File: config.mk
export PLATFORM = sky130hd
export DESIGN_NAME = tick_delay_wakeup_queue
export DESIGN_NICKNAME = d
export VERILOG_FILES = /design/src/hdl/tdwq_pkg.sv /design/src/hdl/tdwq_ctrl.sv /design/src/hdl/tdwq_dpath.sv /design/src/hdl/tick_delay_wakeup_queue.sv
export SDC_FILE = /design/constraint.sdc
export NUM_CORES = 2
export LEC_CHECK = 0
export BUFFER_PORTS_ARGS = -buffer_cell sky130_fd_sc_hd__buf_2
export CAP_MARGIN = 30
export CORE_MARGIN = 5
export CORE_UTILIZATION = 50
export CTS_CLUSTER_SIZE = 28
export DETAILED_ROUTE_END_ITERATION = 10
export HOLD_SLACK_MARGIN = 0.15
export PLACE_DENSITY = 0.7
export SYNTH_ARGS = -nofsm -noshare
export SYNTH_HDL_FRONTEND = slang
export SYNTH_SLANG_ARGS = --single-unit
File: constraint.sdc
create_clock -name clock -period 9 [get_ports clock]
set_clock_uncertainty 0.15 [all_clocks]
set_input_delay 0.45 -clock clock [delete_from_list [all_inputs] [get_ports clock]]
set_output_delay 0.45 -clock clock [all_outputs]
set_load 0.03 [all_outputs]
File: src/hdl/tdwq_pkg.sv
// Shared types and constants for the tick delay wakeup queue.
// No dependencies; every other file in hdl/ uses this package.
package tdwq_pkg;

   localparam int TASK_COUNT = 32;
   localparam int TICK_W     = 31;
   localparam int TID_W      = 5;
   localparam int KIND_W     = 2;
   localparam int CNT_W      = $clog2(TASK_COUNT + 1);

   localparam logic [TICK_W-1:0] TICK_MAX = {TICK_W{1'b1}};

   typedef enum logic [KIND_W-1:0] {
      KIND_TICK  = 2'd0,
      KIND_QUERY = 2'd1,
      KIND_DELAY = 2'd2,
      KIND_UNTIL = 2'd3
   } kind_type;

   // Commands from the controller to the datapath.
   typedef struct packed {
      logic tick;    // advance time, reply to the notifier
      logic reply;   // reply to the requester with the current time, last
      logic insert;  // queue the requester at its deadline
      logic pop;     // reply to the head waiter and drop it
   } cmd_type;

   // Status from the datapath to the controller.
   typedef struct packed {
      logic due;     // request deadline already reached
      logic full;    // waiter list holds TASK_COUNT entries
      logic last;    // pending response closes its request
   } status_type;

endpackage

File: src/hdl/tdwq_ctrl.sv
// Controller for the tick delay wakeup queue: request decode and response sequencing.
// Depends on tdwq_pkg.
module tdwq_ctrl (
   input  logic                     clock,
   input  logic                     reset,
   input  logic                     req_valid,
   input  tdwq_pkg::kind_type       req_kind,
   input  logic                     rsp_ready,
   input  tdwq_pkg::status_type     status,
   output logic                     req_ready,
   output logic                     rsp_valid,
   output tdwq_pkg::cmd_type        cmd
);

   typedef enum logic {
      ST_IDLE,
      ST_RESP
   } state_type;

   state_type state_ff, state_in;

   always_comb begin
      state_in = state_ff;
      cmd      = '0;
      case (state_ff)
         ST_IDLE: begin
            if (req_valid) begin
               case (req_kind)
                  tdwq_pkg::KIND_TICK: begin
                     cmd.tick = 1'b1;
                     state_in = ST_RESP;
                  end
                  tdwq_pkg::KIND_QUERY: begin
                     cmd.reply = 1'b1;
                     state_in  = ST_RESP;
                  end
                  default: begin
                     if (status.due) begin
                        cmd.reply = 1'b1;
                        state_in  = ST_RESP;
                     end else if (!status.full) begin
                        cmd.insert = 1'b1;
                     end
                  end
               endcase
            end
         end
         ST_RESP: begin
            // advance to the next due waiter, or close the request
            if (rsp_ready) begin
               if (status.last) begin
                  state_in = ST_IDLE;
               end else begin
                  cmd.pop = 1'b1;
               end
            end
         end
         default: state_in = ST_IDLE;
      endcase
   end

   always_ff @(posedge clock) begin
      if (reset) begin
         state_ff <= ST_IDLE;
      end else begin
         state_ff <= state_in;
      end
   end

   assign req_ready = (state_ff == ST_IDLE);
   assign rsp_valid = (state_ff == ST_RESP);

endmodule

File: src/hdl/tdwq_dpath.sv
// Datapath for the tick delay wakeup queue: time counter, sorted waiter list, response register.
// Depends on tdwq_pkg.
module tdwq_dpath (
   input  logic                            clock,
   input  logic                            reset,
   input  tdwq_pkg::kind_type              req_kind,
   input  logic [tdwq_pkg::TID_W-1:0]      req_tid,
   input  logic [tdwq_pkg::TICK_W-1:0]     req_ticks,
   input  tdwq_pkg::cmd_type               cmd,
   output tdwq_pkg::status_type            status,
   output logic [tdwq_pkg::TID_W-1:0]      rsp_reply_tid,
   output logic [tdwq_pkg::TICK_W-1:0]     rsp_reply_time,
   output logic                            rsp_last
);

   localparam int N = tdwq_pkg::TASK_COUNT;

   logic [tdwq_pkg::TICK_W-1:0] now_ff;
   logic [tdwq_pkg::CNT_W-1:0]  count_ff;
   logic [tdwq_pkg::TICK_W-1:0] wake_ff [N];
   logic [tdwq_pkg::TID_W-1:0]  id_ff   [N];
   logic [tdwq_pkg::TID_W-1:0]  tid_ff;
   logic [tdwq_pkg::TICK_W-1:0] time_ff;
   logic                        last_ff;

   logic [tdwq_pkg::TICK_W:0]   sum;
   logic [tdwq_pkg::TICK_W-1:0] deadline;
   logic [tdwq_pkg::TICK_W-1:0] now_in;
   logic                        tick_last;
   logic                        pop_last;
   logic [N-1:0]                le;

   // saturating deadline
   always_comb begin
      sum = {1'b0, now_ff} + {1'b0, req_ticks};
      if (req_kind == tdwq_pkg::KIND_DELAY) begin
         deadline = sum[tdwq_pkg::TICK_W] ? tdwq_pkg::TICK_MAX : sum[tdwq_pkg::TICK_W-1:0];
      end else begin
         deadline = req_ticks;
      end
      now_in    = (now_ff == tdwq_pkg::TICK_MAX) ? now_ff : now_ff + tdwq_pkg::TICK_W'(1);
      tick_last = !((count_ff != '0) && (wake_ff[0] <= now_in));
      pop_last  = !((count_ff > tdwq_pkg::CNT_W'(1)) && (wake_ff[1] <= now_ff));
   end

   // entries at or before the new deadline stay put; the list is sorted, so le is a thermometer
   for (genvar i = 0; i < N; i++) begin : g_cmp
      assign le[i] = (tdwq_pkg::CNT_W'(i) < count_ff) && (wake_ff[i] <= deadline);
   end

   for (genvar i = 0; i < N; i++) begin : g_entry
      always_ff @(posedge clock) begin
         if (cmd.insert && !le[i]) begin
            if (i == 0) begin
               wake_ff[i] <= deadline;
               id_ff[i]   <= req_tid;
            end else if (le[(i == 0) ? 0 : i-1]) begin
               wake_ff[i] <= deadline;
               id_ff[i]   <= req_tid;
            end else begin
               wake_ff[i] <= wake_ff[(i == 0) ? 0 : i-1];
               id_ff[i]   <= id_ff[(i == 0) ? 0 : i-1];
            end
         end else if (cmd.pop && (i < N-1)) begin
            wake_ff[i] <= wake_ff[(i < N-1) ? i+1 : i];
            id_ff[i]   <= id_ff[(i < N-1) ? i+1 : i];
         end
      end
   end

   always_ff @(posedge clock) begin
      if (reset) begin
         now_ff   <= '0;
         count_ff <= '0;
      end else begin
         if (cmd.tick) begin
            now_ff <= now_in;
         end
         if (cmd.insert) begin
            count_ff <= count_ff + tdwq_pkg::CNT_W'(1);
         end else if (cmd.pop) begin
            count_ff <= count_ff - tdwq_pkg::CNT_W'(1);
         end
      end
   end

   // response register
   always_ff @(posedge clock) begin
      if (cmd.tick) begin
         tid_ff  <= req_tid;
         time_ff <= now_in;
         last_ff <= tick_last;
      end else if (cmd.reply) begin
         tid_ff  <= req_tid;
         time_ff <= now_ff;
         last_ff <= 1'b1;
      end else if (cmd.pop) begin
         tid_ff  <= id_ff[0];
         time_ff <= now_ff;
         last_ff <= pop_last;
      end
   end

   assign status.due  = (deadline <= now_ff);
   assign status.full = (count_ff == tdwq_pkg::CNT_W'(N));
   assign status.last = last_ff;

   assign rsp_reply_tid  = tid_ff;
   assign rsp_reply_time = time_ff;
   assign rsp_last       = last_ff;

endmodule

File: src/hdl/tick_delay_wakeup_queue.sv
// Top level of the tick delay wakeup queue.
// Depends on tdwq_pkg, tdwq_ctrl and tdwq_dpath.
//
// The block keeps a saturating tick count and up to TASK_COUNT waiting tasks sorted by
// wake deadline (equal deadlines in arrival order). Requests that answer show their
// first response in the cycle after they are taken in. A tick answers the notifier and
// then every waiter whose deadline has been reached, one response per cycle while
// rsp_ready is high. Queries and due delays answer once; a delay that is queued gives no
// response. The response register sets the pace: a new request is taken only once the
// last response of the previous one has been taken. Insertion and removal act on all
// list entries in parallel, so neither depends on the list length. A delay that would be
// queued on a full list is dropped with no response.
module tick_delay_wakeup_queue (
   input  logic                            clock,
   input  logic                            reset,
   input  logic                            req_valid,
   output logic                            req_ready,
   input  logic [tdwq_pkg::KIND_W-1:0]     req_kind,
   input  logic [tdwq_pkg::TID_W-1:0]      req_tid,
   input  logic [tdwq_pkg::TICK_W-1:0]     req_ticks,
   output logic                            rsp_valid,
   input  logic                            rsp_ready,
   output logic [tdwq_pkg::TID_W-1:0]      rsp_reply_tid,
   output logic [tdwq_pkg::TICK_W-1:0]     rsp_reply_time,
   output logic                            rsp_last
);

   tdwq_pkg::cmd_type    cmd;
   tdwq_pkg::status_type status;
   tdwq_pkg::kind_type   kind;

   assign kind = tdwq_pkg::kind_type'(req_kind);

   // decode requests, sequence responses
   tdwq_ctrl u_ctrl (
      .clock     (clock),
      .reset     (reset),
      .req_valid (req_valid),
      .req_kind  (kind),
      .rsp_ready (rsp_ready),
      .status    (status),
      .req_ready (req_ready),
      .rsp_valid (rsp_valid),
      .cmd       (cmd)
   );

   // hold time, waiter list and the pending response
   tdwq_dpath u_dpath (
      .clock          (clock),
      .reset          (reset),
      .req_kind       (kind),
      .req_tid        (req_tid),
      .req_ticks      (req_ticks),
      .cmd            (cmd),
      .status         (status),
      .rsp_reply_tid  (rsp_reply_tid),
      .rsp_reply_time (rsp_reply_time),
      .rsp_last       (rsp_last)
   );

endmodule

==> flow_summary.yaml <==
timing:
  fin_crit_ns: 8.01
  relSlewSlack: 0.246
  finalSetupViolations: 0
  tightest_slew_ns: 1.13
  clock.fmax_mhz: 125
  tns_ns: 0
  fin_crit_sh: 0.890
  rsz0062_at_grt: "no"
  finalHoldViolations: 0
  maxSlewViolCount: 0
clock_tree:
  cts-root-buf: "clkbuf_16"
  cts_buffers: 142
  clk_pin_slew_ns: 0.06
  clockBufferDepth: 3
  clock-sinks: 1227
  cts_tree: "built"
  insertion_delay_ns: 0.80
  cts_setup_buffers: 0
  cts.htree.levels: 4
yosys:
  synth_seq_area_share: 0.425
  synth-edff-count: 1189
  yosysTopAreaCell: "edfxtp_1"
  synth_seq_cells: 1227
  synth-async-reset-ratio: 0
  syn-num-nets: 9470
  ys.flop_type: "edfxtp_1"
  synth_area_um2: 85800
  synth_cell_types: 92
  synth.area.top_cells: "edfxtp_1 (42%), ha_1 (16%), o211ai_1 (4.1%)"
  synth_top_area_frac: 0.416
  yosysWarnings: 0
  syn-instance-count: 8307
  syn-mean-instance-area_um2: 10.3
detailed_routing:
  vias_per_cell: 7.33
  drc: 0
  routed_wl_mm: 312
  first_iter_violations: 10600
  dr.pass1.iters: 7
  wl_per_cell_um: 29.8
  num_vias: 76800
  postRouteAntennaNets: 0
final_layout:
  nets: 9289
  fillerInstances: 14500
  final_common_cell: "edfxtp_1"
  drive_above_1_share: 0.0847
  post-route-util: 0.547
  area_delta_synth_final_pct: 9.19
  multi_input_comb_area_um2: 46400
  register_area_um2: 36500
  finalInstanceArea_um2: 93700
  final_cell_mix: "edfxtp_1 (1189), ha_1 (1120), nand2_1 (835), nand3_1 (584), a21oi_1 (563)"
place:
  portBuffers: 80
  hpwl_mm: 228
  place_congestion: 0.977
  post_dp_cell_area_um2: 89100
global_route:
  antenna_found_initial: 7
  grt_overflow: 0
  grt_pass1_wl_mm: 461
  grt_pass1_vias: 73000
  grtUsageTotal: 0.332
  grt_max_degree: 204
power_and_ir_drop:
  ir_drop_mv: 0.151
  power_density_nw_per_um2: 178
  p_leak_nw: 33.7
setup_path:
  worstPathRequired_ns: 9.36
  cpMostUsedCell: "buf_4"
  critPathLaunchType: "flip-flop"
  worstSetupPathType: "flip-flop to flip-flop"
  endpoint_kind: "flip-flop"
  cp_slowest_cell: "inv_1"
  arrival_ns: 8.37
  max_stage_delay_ns: 0.76
  path_cells: "ha_1 > a211oi_2 > o211ai_1 > a32oi_1 > a311o_1 > a21oi_1 > o21ai_0 > buf_4 > nand2_4 > inv_1 > ha_1 > nand3_1 > nor4_1 > a221oi_1 > o31ai_1 > o21ai_4 > buf_12 > nor2_2 > buf_4 > and2_1 > buf_4 > o211ai_1"
  path_max_fanout: 44
die:
  fp.dieH_um: 424
  rows: 152
  io_pins: 81
  core_region_area_um2: 171000
  die_width_um: 424
  dieArea_um2: 180000
  start_util: 0.501
flow_run:
  drv_cap: 0
run_status:
  outcome: "completed"
worst_hold_path:
  hold_path_class: "input pin to flip-flop"
[power breakdown]
group	total (W)	switching, W	internal [W]
Sequential	0.00742	0.000500	0.00692
Clock	0.00574	0.00254	0.00320
Combinational	0.00355	0.00224	0.00131
Total	0.0167	0.00528	0.0114
[layer usage]
layer / vias up / track usage / share of wire / routed length [µm]
met2: 5413 / 0.504 / 0.43 / 136000
met1: 37300 / 0.447 / 0.39 / 120000
met3: 1111 / 0.0693 / 0.12 / 36300
li1: 33000 / - / - / -
met5: - / 0 / 0 / 0
met4: 0 / 0.181 / 0.063 / 19800
[per-stage QoR]
step / hold slack, ns / setup WS, ns / power (W) / instances
3_3_place_gp: 0.321 / 1.19 / 0.0107 / 10200
5_1_grt: 0.197 / 0.783 / 0.0173 / 10500
6_report: 0.203 / 0.992 / 0.0167 / 10500
4_1_cts: 0.160 / 1.31 / 0.0166 / 10500
3_5_place_dp: 0.326 / 1.23 / 0.0109 / 10200
2_1_floorplan: 0.361 / 0.498 / 0.00958 / 8307
[flip-flops by register name, indices dropped and copies added, names as in the netlist]
name,flops
u_ctrl.rsp_valid,1
u_dpath.rsp_reply_tid,5
u_dpath.id_ff,160
u_dpath.now_ff,31
u_dpath.rsp_reply_time,31
u_dpath.wake_ff,992
u_dpath.count_ff,6
u_dpath.rsp_last,1
[final timing paths]
path | from | endpoint | slack [ns] | cells past startpoint
max | u_dpath.now_ff[1] | u_dpath.wake_ff[0][481] | 0.99 | 22
min | req_valid | u_dpath.rsp_last | 0.20 | 3
max reg2reg | u_dpath.now_ff[1] | u_dpath.wake_ff[0][481] | 0.99 | 22
min reg2reg | u_dpath.id_ff[1][79] | u_dpath.id_ff[1][74] | 0.42 | 1
[critical path: cells and delay by family, from the launching register on]
family          cells  cell delay (ns)
compound gates     10             2.61
fa+ha+maj           2             0.56
buf+inv             5             2.06
flops               1             0.49
simple gates        5             1.68
[kinds of logic (layout without fill, tap and decap cells)]
family                     Yosys count  count (layout)  synth area share
AOI/OAI and AO/OA                 2691            2691             0.226
and+or+nand+nor                   2245            2245             0.124
DFF                               1227            1227             0.425
adders and majority gates         1121            1121             0.164
buffers and inverters              836             768            0.0395
muxes                              114             114            0.0141
xor gates and xnor gates            73              73           0.00745
other                                0               9                 0
[area by class of cell]
class	instances	area share
antenna	9	0.000240
multi-input combinational	6244	0.496
timing repair buffer	333	0.0304
clock buffer	176	0.0403
inverter	178	0.00713
tap	2233	0.0298
sequential	1227	0.389
clock inverter	81	0.00717
[what timing repair did]
action | in CTS | in global routing
hold buffers | 9 | 0
resized for setup | 0 | 0
hold endpoints to repair | 52 | 0
[synthesized netlist by cell type, drive strengths merged, types with 227 or more instances]
cell / count
edfxtp: 1189
ha: 1120
nand2: 853
nand3: 584
a21oi: 566
clkbuf: 489
o211ai: 474
o31ai: 368
a32oi: 314
o21ai: 246
nor2: 228
nand4: 227
(Power assumes the default switching activity.)
